==> config.mk <==
export PLATFORM = sky130hd
export DESIGN_NAME = pit_entry_interest_aggregation_core
export DESIGN_NICKNAME = d
export VERILOG_FILES = /design/src/rtl/core/pitagg_pkg.sv /design/src/rtl/core/pitagg_front.sv /design/src/rtl/core/pitagg_queue.sv /design/src/rtl/core/pitagg_back.sv /design/src/rtl/core/pit_entry_interest_aggregation_core.sv
export SDC_FILE = /design/constraint.sdc
export NUM_CORES = 1
export LEC_CHECK = 0
export BUFFER_PORTS_ARGS = -buffer_cell sky130_fd_sc_hd__buf_2
export CAP_MARGIN = 10
export CELL_PAD_IN_SITES_DETAIL_PLACEMENT = 0
export CELL_PAD_IN_SITES_GLOBAL_PLACEMENT = 1
export CORE_MARGIN = 2
export CORE_UTILIZATION = 51
export CTS_BUF_LIST = sky130_fd_sc_hd__clkbuf_8 sky130_fd_sc_hd__clkbuf_16
export DETAILED_ROUTE_END_ITERATION = 7
export PLACE_DENSITY = 0.9
export SYNTH_ARGS = -nofsm -noshare
export SYNTH_HDL_FRONTEND = slang
export SYNTH_SLANG_ARGS = --single-unit
==> constraint.sdc <==
create_clock -name clk -period 11.3 [get_ports clk]
set_input_delay 3.39 -clock clk [delete_from_list [all_inputs] [get_ports clk]]
set_output_delay 3.39 -clock clk [all_outputs]
set_load 0.01 [all_outputs]
==> src/rtl/core/pitagg_pkg.sv <==
// Shared types and constants for the pending-interest entry core.
// Used by the front, queue, back and top level; depends on nothing.
package pitagg_pkg;

    // Connection id space and the usable limit on ids
    localparam int ID_SPACE  = 16;
    localparam int ID_W      = 4;
    localparam int MAX_CONNS = 16;
    localparam int HELD_W    = 5;
    localparam int TIME_W    = 32;

    // Command queue between front and back
    localparam int QDEPTH  = 2;
    localparam int QPTR_W  = (QDEPTH > 1) ? $clog2(QDEPTH) : 1;
    localparam int QCNT_W  = $clog2(QDEPTH + 1);

    typedef enum logic [1:0] {
        V_FORWARD   = 2'd0,
        V_AGGREGATE = 2'd1,
        V_SATISFY   = 2'd2
    } verdict_t;

    typedef enum logic {
        K_INTEREST = 1'b0,
        K_DATA     = 1'b1
    } kind_t;

    // One command for the back end: either a single result, or a
    // mask of reverse routes that is sent out one result per bit.
    typedef struct packed {
        logic                multi;
        verdict_t            verdict;
        logic [HELD_W-1:0]   held;
        logic [ID_SPACE-1:0] mask;
    } cmd_t;

    // Queue fill status seen by the front and the back
    typedef struct packed {
        logic full;
        logic empty;
    } q_status_t;

    // Number of set bits in a route map
    function automatic logic [HELD_W-1:0] pop_count(input logic [ID_SPACE-1:0] m);
        logic [HELD_W-1:0] n;
        n = '0;
        for (int i = 0; i < ID_SPACE; i++)
        begin
            n = n + HELD_W'(m[i]);
        end
        return n;
    endfunction

endpackage

==> src/rtl/core/pitagg_front.sv <==
// Front end: accepts requests, holds the entry state and classifies each request.
// Pushes one command per request into the queue. Depends on pitagg_pkg.
module pitagg_front (
    input  logic                       clk,
    input  logic                       rst_n,
    input  logic                       in_valid,
    input  logic                       kind,
    input  logic [pitagg_pkg::ID_W-1:0]   conn_id,
    input  logic [pitagg_pkg::TIME_W-1:0] new_expiry,
    input  logic [pitagg_pkg::TIME_W-1:0] now,
    input  logic                       q_full,
    output logic                       push,
    output pitagg_pkg::cmd_t           push_cmd
);
    import pitagg_pkg::*;

    logic [ID_SPACE-1:0] route_map_reg, route_map_next;
    logic [TIME_W-1:0]   expiry_reg, expiry_next;

    logic                usable;
    logic [ID_SPACE-1:0] conn_bit;
    logic                expired;
    logic [ID_SPACE-1:0] map_c;
    logic [TIME_W-1:0]   exp_c;
    logic [ID_SPACE-1:0] send;

    assign push = in_valid && !q_full;

    // Decode the arriving connection
    assign usable   = (int'(conn_id) < MAX_CONNS);
    assign conn_bit = usable ? (ID_SPACE'(1) << conn_id) : '0;
    assign expired  = (expiry_reg <= now);
    assign map_c    = expired ? '0 : route_map_reg;
    assign exp_c    = expired ? '0 : expiry_reg;
    assign send     = route_map_reg & ~conn_bit;

    // Classify and compute the next entry state
    always_comb
    begin
        route_map_next   = route_map_reg;
        expiry_next      = expiry_reg;
        push_cmd.multi   = 1'b0;
        push_cmd.verdict = V_FORWARD;
        push_cmd.held    = '0;
        push_cmd.mask    = '0;
        if (kind == K_INTEREST)
        begin
            expiry_next    = (exp_c < new_expiry) ? new_expiry : exp_c;
            route_map_next = map_c;
            if (map_c == '0)
            begin
                route_map_next = conn_bit;
            end
            else if (((map_c & conn_bit) == '0) && usable)
            begin
                route_map_next   = map_c | conn_bit;
                push_cmd.verdict = V_AGGREGATE;
            end
            // an unexpired entry stays unexpired; a cleared one takes new_expiry
            if (expired && (new_expiry <= now))
                push_cmd.held = '0;
            else
                push_cmd.held = pop_count(route_map_next);
        end
        else
        begin
            push_cmd.verdict = V_SATISFY;
            if (!expired)
            begin
                route_map_next = '0;
                push_cmd.multi = (send != '0);
                push_cmd.mask  = send;
            end
        end
    end

    // Entry state
    always_ff @(posedge clk or negedge rst_n)
    begin
        if (!rst_n)
        begin
            route_map_reg <= '0;
            expiry_reg    <= '0;
        end
        else if (push)
        begin
            route_map_reg <= route_map_next;
            expiry_reg    <= expiry_next;
        end
    end

endmodule

==> src/rtl/core/pitagg_queue.sv <==
// Short command queue that decouples the front end from the back end.
// Register-based FIFO of cmd_t entries. Depends on pitagg_pkg.
module pitagg_queue (
    input  logic                  clk,
    input  logic                  rst_n,
    input  logic                  push,
    input  pitagg_pkg::cmd_t      push_cmd,
    input  logic                  pop,
    output pitagg_pkg::cmd_t      head_cmd,
    output pitagg_pkg::q_status_t q_stat
);
    import pitagg_pkg::*;

    cmd_t              slot_reg [QDEPTH];
    logic [QPTR_W-1:0] wr_ptr_reg, rd_ptr_reg;
    logic [QCNT_W-1:0] count_reg;

    assign head_cmd     = slot_reg[rd_ptr_reg];
    assign q_stat.full  = (count_reg == QCNT_W'(QDEPTH));
    assign q_stat.empty = (count_reg == '0);

    function automatic logic [QPTR_W-1:0] wrap_inc(input logic [QPTR_W-1:0] p);
        return (p == QPTR_W'(QDEPTH - 1)) ? '0 : p + QPTR_W'(1);
    endfunction

    // Payload slots
    always_ff @(posedge clk)
    begin
        if (push)
            slot_reg[wr_ptr_reg] <= push_cmd;
    end

    // Pointers and fill count
    always_ff @(posedge clk or negedge rst_n)
    begin
        if (!rst_n)
        begin
            wr_ptr_reg <= '0;
            rd_ptr_reg <= '0;
            count_reg  <= '0;
        end
        else
        begin
            if (push)
                wr_ptr_reg <= wrap_inc(wr_ptr_reg);
            if (pop)
                rd_ptr_reg <= wrap_inc(rd_ptr_reg);
            if (push && !pop)
                count_reg <= count_reg + QCNT_W'(1);
            else if (pop && !push)
                count_reg <= count_reg - QCNT_W'(1);
        end
    end

    // Overflow and underflow checks
    a_no_push_full: assert property (@(posedge clk) disable iff (!rst_n)
        q_stat.full |-> !push || pop)
        else $error("queue pushed while full");
    a_no_pop_empty: assert property (@(posedge clk) disable iff (!rst_n)
        q_stat.empty |-> !pop)
        else $error("queue popped while empty");

endmodule

==> src/rtl/core/pitagg_back.sv <==
// Back end: takes commands from the queue and drives the result channel. A satisfy
// mask is sent one route per unstalled cycle, lowest id first. Depends on pitagg_pkg.
module pitagg_back (
    input  logic                        clk,
    input  logic                        rst_n,
    input  pitagg_pkg::cmd_t            head_cmd,
    input  logic                        q_empty,
    output logic                        pop,
    output logic                        out_valid,
    input  logic                        out_stall,
    output logic [1:0]                  verdict,
    output logic                        route_valid,
    output logic [pitagg_pkg::ID_W-1:0]   route_conn,
    output logic [pitagg_pkg::HELD_W-1:0] routes_held,
    output logic                        last
);
    import pitagg_pkg::*;

    cmd_t                cur_reg;
    logic                busy_reg;
    logic [ID_SPACE-1:0] rest;
    logic                is_last;
    logic                fire;
    logic                take;
    logic [ID_W-1:0]     low_id;

    assign rest    = cur_reg.mask & (cur_reg.mask - ID_SPACE'(1));
    assign is_last = !cur_reg.multi || (rest == '0);
    assign fire    = busy_reg && !out_stall;
    assign take    = !busy_reg || (fire && is_last);
    assign pop     = take && !q_empty;

    // Lowest held route
    always_comb
    begin
        low_id = '0;
        for (int i = ID_SPACE - 1; i >= 0; i--)
        begin
            if (cur_reg.mask[i])
                low_id = ID_W'(i);
        end
    end

    // Result fields straight from the working register
    assign out_valid   = busy_reg;
    assign verdict     = cur_reg.verdict;
    assign route_valid = cur_reg.multi;
    assign route_conn  = cur_reg.multi ? low_id : '0;
    assign routes_held = cur_reg.held;
    assign last        = is_last;

    // Working command
    always_ff @(posedge clk)
    begin
        if (pop)
            cur_reg <= head_cmd;
        else if (fire && !is_last)
            cur_reg.mask <= rest;
    end

    always_ff @(posedge clk or negedge rst_n)
    begin
        if (!rst_n)
            busy_reg <= 1'b0;
        else if (pop)
            busy_reg <= 1'b1;
        else if (fire && is_last)
            busy_reg <= 1'b0;
    end

    // A route result carries the satisfy verdict and no held count
    a_route_is_satisfy: assert property (@(posedge clk) disable iff (!rst_n)
        out_valid && route_valid |-> verdict == V_SATISFY && routes_held == '0)
        else $error("route result without satisfy verdict");
    // A non-final route is followed by another result of the same request
    a_burst_continues: assert property (@(posedge clk) disable iff (!rst_n)
        fire && !last |=> out_valid && route_valid)
        else $error("satisfy burst broke off before its last route");
    // A new command is only loaded once the current one is finished
    a_pop_when_done: assert property (@(posedge clk) disable iff (!rst_n)
        pop && busy_reg |-> fire && last)
        else $error("command overwritten before its last result");

endmodule

==> src/rtl/core/pit_entry_interest_aggregation_core.sv <==
// Top level of the pending-interest entry core with interest aggregation.
// Instantiates pitagg_front, pitagg_queue and pitagg_back; depends on pitagg_pkg.
//
//   channel  | handshake             | payload
//   ---------+-----------------------+-------------------------------------------
//   request  | in_valid / in_stall   | kind, conn_id, new_expiry, now
//   result   | out_valid / out_stall | verdict, route_valid, route_conn,
//            |                       | routes_held, last
//
// An interest gives one result; its command is registered in the queue, then in the back end.
// A data request gives one result per route sent, at one per cycle from the back
// end while out_stall is low, or a single result when nothing is sent.
// The two-entry command queue lets requests be taken while results wait.
// Reset clears the route map and expiry (entry expired) and empties the queue.
// in_stall is high only while the command queue is full.
module pit_entry_interest_aggregation_core (
    input  logic                        clk,
    input  logic                        rst_n,
    input  logic                        in_valid,
    output logic                        in_stall,
    input  logic                        kind,
    input  logic [pitagg_pkg::ID_W-1:0]   conn_id,
    input  logic [pitagg_pkg::TIME_W-1:0] new_expiry,
    input  logic [pitagg_pkg::TIME_W-1:0] now,
    output logic                        out_valid,
    input  logic                        out_stall,
    output logic [1:0]                  verdict,
    output logic                        route_valid,
    output logic [pitagg_pkg::ID_W-1:0]   route_conn,
    output logic [pitagg_pkg::HELD_W-1:0] routes_held,
    output logic                        last
);
    import pitagg_pkg::*;

    q_status_t q_stat;
    logic      push;
    logic      pop;
    cmd_t      push_cmd;
    cmd_t      head_cmd;

    assign in_stall = q_stat.full;

    pitagg_front u_front (
        .clk        (clk),
        .rst_n      (rst_n),
        .in_valid   (in_valid),
        .kind       (kind),
        .conn_id    (conn_id),
        .new_expiry (new_expiry),
        .now        (now),
        .q_full     (q_stat.full),
        .push       (push),
        .push_cmd   (push_cmd)
    );

    pitagg_queue u_queue (
        .clk      (clk),
        .rst_n    (rst_n),
        .push     (push),
        .push_cmd (push_cmd),
        .pop      (pop),
        .head_cmd (head_cmd),
        .q_stat   (q_stat)
    );

    pitagg_back u_back (
        .clk         (clk),
        .rst_n       (rst_n),
        .head_cmd    (head_cmd),
        .q_empty     (q_stat.empty),
        .pop         (pop),
        .out_valid   (out_valid),
        .out_stall   (out_stall),
        .verdict     (verdict),
        .route_valid (route_valid),
        .route_conn  (route_conn),
        .routes_held (routes_held),
        .last        (last)
    );

endmodule

* Word-level counts from Yosys, hierarchy flattened
Memories as Yosys holds them, arrays and structs flattened. Index checks and enable logic that the tools add are counted.
Storage, ports and cells: output and inout port bits 15, input bits 73, bits in writable memories 48, logic and storage cells 115, memories 1, register bits after elaboration 77
Operators by class: reductions and logical operators 28, order comparisons 3, add/sub/neg operators 20, bitwise logic cells 6, equal/unequal tests 2, mux-type cells 44, shift operators 1
Memories:
- u_queue.slot_reg | depth 2, width 24, read ports 1, clocked after Yosys merged registers in 0, wr ports 1, line pitagg_queue.sv:14 | cmd_t slot_reg [QDEPTH];
Operators by type and width (number):
- $mux W16 | 10
- $add A5 B1 Y5 | 14
- $mux W4 | 17
- $le A32 B32 Y1 | 2
- $mux W32 | 2
- $and A16 B16 Y16 | 3
- $logic_not A16 Y1 | 3
- $lt A32 B32 Y1 | 1
- $not A16 Y16 | 1
- $or A16 B16 Y16 | 1
- $reduce_bool A16 Y1 | 1
- $shl A1 B4 Y16 const A | 1
- $sub A16 B1 Y16 const B | 1
- $mux W5 | 2
- $mux W1 | 9
- $logic_and A1 B1 Y1 | 8
- $logic_not A1 Y1 | 8
- $mux W2 | 4
- $reduce_bool A2 Y1 | 3
- $reduce_and A2 Y1 | 2
- $add A1 B1 Y1 const B | 2
- $add A1 B1 Y2 | 1
- $add A2 B1 Y2 const B | 1
- $eq A2 B2 Y1 const B | 1
- 5 further kinds | 6

* Depth between registers and ports, before layout
Gate-level depths: netlist of run 1.
word-level depth 24, depth in mapped cells 24, depth with buffers taken out 23

* Hierarchy
Synthesis of run 1 repeated with hierarchy kept, for this count alone.
Second synthesis, totals: cell total of the unflattened synthesis 950, area, all modules 9524.1 um^2
By module, submodules not included:
- pitagg_front | sequential area each 1201.2 um^2, instances 1, area each 5968.2 um^2, cells each 712
- pitagg_queue | sequential area each 1541.5 um^2, instances 1, area each 2020.7 um^2, cells each 91
- pitagg_back | sequential area each 745.7 um^2, instances 1, area each 1535.2 um^2, cells each 147

* Least setup slack after synthesis of run 1
No wires, ideal clock.
path type in2reg, start input port now[14] in the netlist's numbering, end memory u_queue.slot_reg[0][20] in the netlist's numbering (data pin), library setup time 0.289 ns, required time 11.011 ns, stages 21, arrival time 8.696 ns, setup slack 2.315 ns, cells stage by stage inv_1 > ha_1 > a21oi_1 > nand2_1 > a21o_1 > o41a_1 > o211ai_1 > clkbuf_1 > nand3_1 > o21ai_0 > ha_1 > fa_1 > inv_1 > fa_1 > inv_1 > fa_1 > fa_1 > fa_1 > fa_1 > a21oi_1 > nor4b_1
RTL lines:
- start, declared | line pit_entry_interest_aggregation_core.sv:24 | input logic [pitagg_pkg::TIME_W-1:0] now,
- end, declared | line pitagg_queue.sv:14

==> results of run 1 <==
==> path summary, 6_finish.rpt <==
kind | slack, ns | start | cells after the start | endpoint
max in group asynchronous | 7.68 | rst_n | 2 | u_front.expiry_reg[18]
worst min-delay path | 0.55 | u_queue.slot_reg[1][19] | 1 | u_back.routes_held[3]
worst min register to register | 0.55 | u_queue.slot_reg[1][19] | 1 | u_back.routes_held[3]
worst max register to register | 4.82 | u_front.expiry_reg[26] | 18 | u_queue.slot_reg[0][20]
worst max-delay path | 2.14 | now[26] | 20 | u_queue.slot_reg[0][20]
min in group asynchronous | 3.11 | rst_n | 2 | u_front.expiry_reg[8]
==> area by class of cell <==
type | instances | area share
clock buffers | 17 | 0.0410
clock inverters | 15 | 0.0145
inverters | 99 | 0.0358
multi-input cells | 656 | 0.494
flip-flops and latches | 125 | 0.336
well taps | 229 | 0.0276
repair buffers | 99 | 0.0506
==> worst max-delay path, cell delays in order <==
cell,delay [ns]
buf_2,0.07
inv_1,0.05
ha_1,0.31
nand4_1,0.17
nor4_1,0.72
o41a_1,0.35
o211ai_1,0.37
nand3_1,0.21
o21ai_0,0.10
ha_1,0.32
fa_1,0.51
inv_1,0.06
fa_1,0.52
inv_1,0.05
fa_1,0.52
fa_1,0.44
fa_1,0.45
fa_1,0.41
a21oi_1,0.16
nor4b_1,0.08
==> cells in the final DEF, fill, tap and decap left out, types with 12 or more instances in the layout <==
master and n:
ha_1 101, inv_1 98, buf_2 87, edfxtp_1 72
nand2_1 68, mux2i_1 61, dfrtp_1 53, a21oi_1 41
nor2_1 37, and2_1 36, o31ai_1 33, nand4_1 30
o21ai_0 25, nand3_1 23, o211ai_1 23, clkbuf_16 17
a21o_1 12, buf_4 12
==> power by group <==
| part | leakage [nW] | switching [W] | internal, W |
|---|---|---|---|
| clock | 0.288 | 0.000218 | 0.000324 |
| sequential | 1.37 | 0.000153 | 0.000697 |
| combinational | 3.16 | 0.000605 | 0.000417 |
| total | 4.82 | 0.000976 | 0.00144 |
==> cells by family after synthesis <==
family                     synth area share
AOI/OAI and AO/OA                     0.155
xor gates and xnor gates            0.00747
adders and majority gates             0.160
buffers and inverters                0.0674
DFF                                   0.378
muxes                                0.0784
and+or+nand+nor                       0.154
==> metrics by stage <==
stage	instances	total power (W)	hold slack [ns]	setup slack, ns
after CTS	1240	0.00241	0.548	2.26
after floorplan	930	0.00160	0.504	2.31
after global routing	1240	0.00259	0.561	1.85
after global placement	1208	0.00183	0.532	1.91
after detailed placement	1208	0.00186	0.531	1.83
final	1240	0.00241	0.545	2.14
==> layer usage <==
metal / share of wire / vias up / wire length, um
met5: 0 / - / 0
met4: 0.017 / 0 / 367
met3: 0.056 / 26 / 1220
met2: 0.45 / 263 / 9950
met1: 0.48 / 3497 / 10500
li1: - / 3562 / -
==> flow_metrics.env, run 1 <==
export IMPL_start_kind="input port"
export IMPL_cap_violations=0
export IMPL_syn_area_sq_um=9220
export IMPL_yosysUniqueCellTypes=72
export IMPL_vias=7348
export IMPL_skew_ns=0.0144
export IMPL_clk_path_buf_depth=2
export IMPL_critPathRequiredTime_ns=11.41
export IMPL_register_area_sq_um=3490
export IMPL_grt_max_degree=77
export IMPL_area_growth_pct=12.5
export IMPL_end_kind="register"
export IMPL_design_area_sq_um=10400
export IMPL_min_period_over_period=0.810
export IMPL_fillers=1514
export IMPL_start_util=0.517
export IMPL_nNetsFinal=1182
export IMPL_synthArstFlopShare=0.424
export IMPL_yosys_warnings=0
export IMPL_n_antenna_cell=0
export IMPL_drt_iter0_markers=709
export IMPL_netlist_instances=930
export IMPL_final_layout_size_suffix_gt1_frac=0.156
export IMPL_antenna_found_initial=0
export IMPL_synth_area_leaders="edfxtp_1 (23%), dfrtp_1 (14%), ha_1 (14%), mux2i_1 (6.6%), inv_1 (3.9%)"
export IMPL_rsz0062_at_grt="no"
export IMPL_critical_path_class="input port to register"
export IMPL_die_area_sq_um=19200
export IMPL_wl_mm=22.0
export IMPL_multi_input_area_sq_um=5130
export IMPL_insertion_delay_ns=0.43
export IMPL_busiest_layer="met2"
export IMPL_die_y_um=138
export IMPL_postCtsSetupBuffers=0
export IMPL_synth_seq_cells=125
export IMPL_numClockSinks=125
export IMPL_tightest_slew_ns=1.22
export IMPL_rows=49
export IMPL_ctsHoldBuffers=0
export IMPL_largest_register_ffs=48
export IMPL_clk_transition_reported_paths_ns=0.06
export IMPL_power_density_nw_per_um2=233
export IMPL_grt_pass1_vias=7110
export IMPL_grtUsageMet1=0.339
export IMPL_tns_ns=0
export IMPL_avgSynthCellArea_sq_um=9.91
export IMPL_slew_headroom=0.177
export IMPL_cts_root_buf="clkbuf_16"
export IMPL_dieWidth_um=138
export IMPL_worstPathArrival_ns=9.27
export IMPL_hold_viol_final=0
export IMPL_wl_per_cell_um=17.8
export IMPL_cts_max_level=4
export IMPL_yosysSeqAreaShare=0.378
export IMPL_grt_pass1_wl_mm=36.5
export IMPL_grt_overflow_total=0
export IMPL_ir_worst_vdd_mv=0.157
export IMPL_synth_edf_count=72
export IMPL_numPortBuffers=87
export IMPL_synth_ff_type="edfxtp_1"
export IMPL_hp_class="register to register"
export IMPL_placed_area_sq_um=9800
export IMPL_fin_crit_ns=9.16
export IMPL_drc=0
export IMPL_core_area_sq_um=17800
export IMPL_final_util=0.582
export IMPL_gr_usage_met2=0.364
export IMPL_grt_total_usage=0.236
export IMPL_io_pins=88
export IMPL_path_max_fanout=13
export IMPL_cts_inserted_buffers=17
export IMPL_status="finished clean"
export IMPL_firstDrtPassIters=6
export IMPL_finalMaxSlewViolations=0
export IMPL_dpl_hpwl_mm=15.5
export IMPL_yosys_cell_count_top_type="ha_1"
export IMPL_fmax_mhz=109
export IMPL_cts_tree="yes"
export IMPL_yosys_top_cells_count="ha_1 (101), inv_1 (96), edfxtp_1 (72)"
export IMPL_setup_violations=0
export IMPL_yosysTopAreaCell="edfxtp_1"
export IMPL_antenna_left=0
export IMPL_cts_resized=0
export IMPL_viasPerCell=5.93
export IMPL_place_congestion=0.916
export IMPL_met3_usage=0.0423
export IMPL_syn_num_nets=1114
export IMPL_synth_top_area_share=0.234
export IMPL_power_leakage_nw=4.82
No activity file was read; power rests on OpenSTA's default activity.
==> inputs of run 2 (changes only) <==
Settings changed: ABC_AREA from default to 1, CORE_UTILIZATION 51 to 45, PLACE_DENSITY 0.9 to 0.86.
Clock period 11.3 ns to 9.5 ns, I/O delays scaled along.
==> run 2 against run 1 <==
Sequential power is 12% higher. Clock skew about the same. Final cell count increased by 24%. Setup slack worse by 0.75 ns. Largest cell class unchanged. Sequential share of layout area is 0.13 points higher. Sequential cell count is the same. Critical endpoint is now u_queue.slot_reg[1][18]. Count of clock-buffer cells in the layout unchanged. Via count grew 3.9%. Global-route usage shrank 3.0 points. Combinational power increased by 17%.
==> flow_metrics.env, run 2 <==
export IMPL_status="finished clean"
export IMPL_tightest_slew_ns=1.14
export IMPL_drt_iter0_markers=355
export IMPL_core_area_sq_um=19600
export IMPL_cts_max_level=4
export IMPL_final_layout_size_suffix_gt1_frac=0.119
export IMPL_tns_ns=0
export IMPL_avgSynthCellArea_sq_um=7.68
export IMPL_rows=51
export IMPL_netlist_instances=1176
export IMPL_cts_resized=0
export IMPL_rsz0062_at_grt="no"
export IMPL_die_y_um=146
export IMPL_power_density_nw_per_um2=269
export IMPL_syn_num_nets=1360
export IMPL_io_pins=88
export IMPL_grt_max_degree=54
export IMPL_design_area_sq_um=10300
export IMPL_die_area_sq_um=21200
export IMPL_cts_inserted_buffers=17
export IMPL_grt_total_usage=0.206
export IMPL_numPortBuffers=87
export IMPL_worstPathArrival_ns=8.33
export IMPL_wl_mm=21.4
export IMPL_area_growth_pct=14.5
export IMPL_p_clk_frac=0.231
export IMPL_cap_violations=0
export IMPL_grt_pass1_wl_mm=35.7
export IMPL_dpl_hpwl_mm=15.8
export IMPL_yosys_top_cells_count="nand2_1 (360), inv_1 (189), ha_1 (101)"
export IMPL_start_util=0.461
export IMPL_hold_viol_final=0
export IMPL_numClockSinks=125
export IMPL_start_kind="input port"
export IMPL_min_period_over_period=0.853
export IMPL_postCtsSetupBuffers=0
export IMPL_clk_path_buf_depth=2
export IMPL_yosysTopAreaCell="edfxtp_1"
export IMPL_switching_share=0.426
export IMPL_n_antenna_cell=0
export IMPL_setup_violations=0
export IMPL_final_cell_mix="nand2_1 (360), inv_1 (189), ha_1 (101)"
export IMPL_insertion_delay_ns=0.42
export IMPL_yosys_warnings=0
export IMPL_cts_tree="yes"
export IMPL_yosysUniqueCellTypes=44
export IMPL_critPathRequiredTime_ns=9.73
export IMPL_comb_power_share=0.427
export IMPL_ctsHoldBuffers=0
export IMPL_drc=0
export IMPL_synth_area_leaders="edfxtp_1 (24%), nand2_1 (15%), dfrtp_1 (15%), ha_1 (14%), inv_1 (7.9%)"
export IMPL_place_congestion=0.892
export IMPL_slew_headroom=0.232
export IMPL_switchingPower_w=0.00118
export IMPL_layout_commonest_cell="nand2_1"
export IMPL_fillers=1908
export IMPL_placed_area_sq_um=9710
export IMPL_synth_ff_type="edfxtp_1"
export IMPL_cts_root_buf="clkbuf_16"
export IMPL_end_kind="register"
export IMPL_yosysSeqAreaShare=0.386
export IMPL_critical_path_class="input port to register"
export IMPL_finalMaxSlewViolations=0
export IMPL_synth_top_area_share=0.239
export IMPL_vias=7632
export IMPL_clk_transition_reported_paths_ns=0.06
export IMPL_hp_class="register to register"
export IMPL_grt_pass1_vias=7411
export IMPL_antenna_left=0
export IMPL_synth_seq_cells=125
export IMPL_grt_overflow_total=0
export IMPL_power_leakage_nw=5.39
export IMPL_path_max_fanout=13
export IMPL_nNetsFinal=1440
export IMPL_fmax_mhz=123
export IMPL_synthArstFlopShare=0.424
export IMPL_seqPwrFrac=0.342
export IMPL_largest_register_ffs=48
export IMPL_syn_area_sq_um=9030
export IMPL_p_int_w=0.00159
export IMPL_skew_ns=0.0149
export IMPL_synth_edf_count=72
export IMPL_wl_per_cell_um=14.0
export IMPL_fin_crit_ns=8.11
export IMPL_ir_worst_vdd_mv=0.146
export IMPL_viasPerCell=4.98
export IMPL_dieWidth_um=146
export IMPL_firstDrtPassIters=4
export IMPL_antenna_found_initial=0
export IMPL_yosys_cell_count_top_type="nand2_1"
-- run 2: cells by family (layout without fill, tap and decap cells) --
family / count (synthesis) / count (layout) / share of synthesized area
simple gates: 574 / 574 / 0.261
buf+inv: 233 / 326 / 0.102
compound gates: 129 / 129 / 0.0841
flops: 125 / 125 / 0.386
fa+ha+maj: 111 / 111 / 0.162
xor+xnor: 4 / 4 / 0.00388
-- run 2: routing by layer --
metal  vias to the layer above  track usage  share of wire
li1                       3988            -              -
met3                        24       0.0326          0.036
met1                      3480        0.267           0.47
met5                         -            0              0
met4                         0       0.0471          0.011
met2                       140        0.361           0.48
-- run 2: final cells by class --
type / instances / area, sq um / area share
clock buffers: 17 / 425 / 0.0412
clock inverters: 15 / 175 / 0.0169
inverters: 194 / 728 / 0.0705
multi-input cells: 818 / 4630 / 0.448
flip-flops and latches: 125 / 3490 / 0.337
well taps: 265 / 332 / 0.0321
repair buffers: 100 / 553 / 0.0535
-- run 2: power groups by stage --
stage | Clock (W) | Combinational, W | Sequential, W
finish | 0.000641 | 0.00119 | 0.000950
global route | 0.000673 | 0.00137 | 0.000975
CTS | 0.000655 | 0.00119 | 0.000951
detailed placement | 0 | 0.00118 | 0.000960
global placement | 0 | 0.00116 | 0.000956
floorplan | 0 | 0.000905 | 0.000930
-- run 2: worst max-delay path, cell delays in order --
cell	delay, ns
buf_2	0.08
inv_1	0.05
ha_1	0.31
a21oi_1	0.14
o21ai_0	0.13
nand2_1	0.08
nand2_1	0.05
a21oi_1	0.24
nand2_1	0.12
nand2_1	0.39
nor2_1	0.11
inv_1	0.09
o21ai_0	0.12
ha_1	0.33
fa_1	0.48
inv_1	0.05
fa_1	0.52
inv_1	0.05
fa_1	0.53
fa_1	0.44
fa_1	0.44
fa_1	0.42
a211oi_1	0.31
-- run 2: per-stage QoR --
step | std cells | hold WS (ns) | util | setup slack (ns) | power [W]
finish | 1534 | 0.511 | 0.528 | 1.39 | 0.00278
global route | 1534 | 0.537 | 0.528 | 0.921 | 0.00302
CTS | 1533 | 0.514 | 0.526 | 1.39 | 0.00280
detailed placement | 1501 | 0.498 | 0.496 | 0.948 | 0.00214
global placement | 1501 | 0.492 | 0.496 | 1.03 | 0.00212
floorplan | 1176 | 0.471 | - | 1.58 | 0.00183
-- run 2: final timing paths --
kind	to	slack, ns	from	depth (start not counted)
min in group asynchronous	u_front.expiry_reg[5]	2.56	rst_n	2
worst max register to register	u_queue.slot_reg[1][18]	3.54	u_front.expiry_reg[25]	21
worst min register to register	u_back.routes_held[1]	0.51	u_queue.slot_reg[0][17]	2
worst max-delay path	u_queue.slot_reg[1][18]	1.39	now[25]	23
max in group asynchronous	u_front.expiry_reg[30]	6.40	rst_n	2
worst min-delay path	u_back.routes_held[1]	0.51	u_queue.slot_reg[0][17]	2
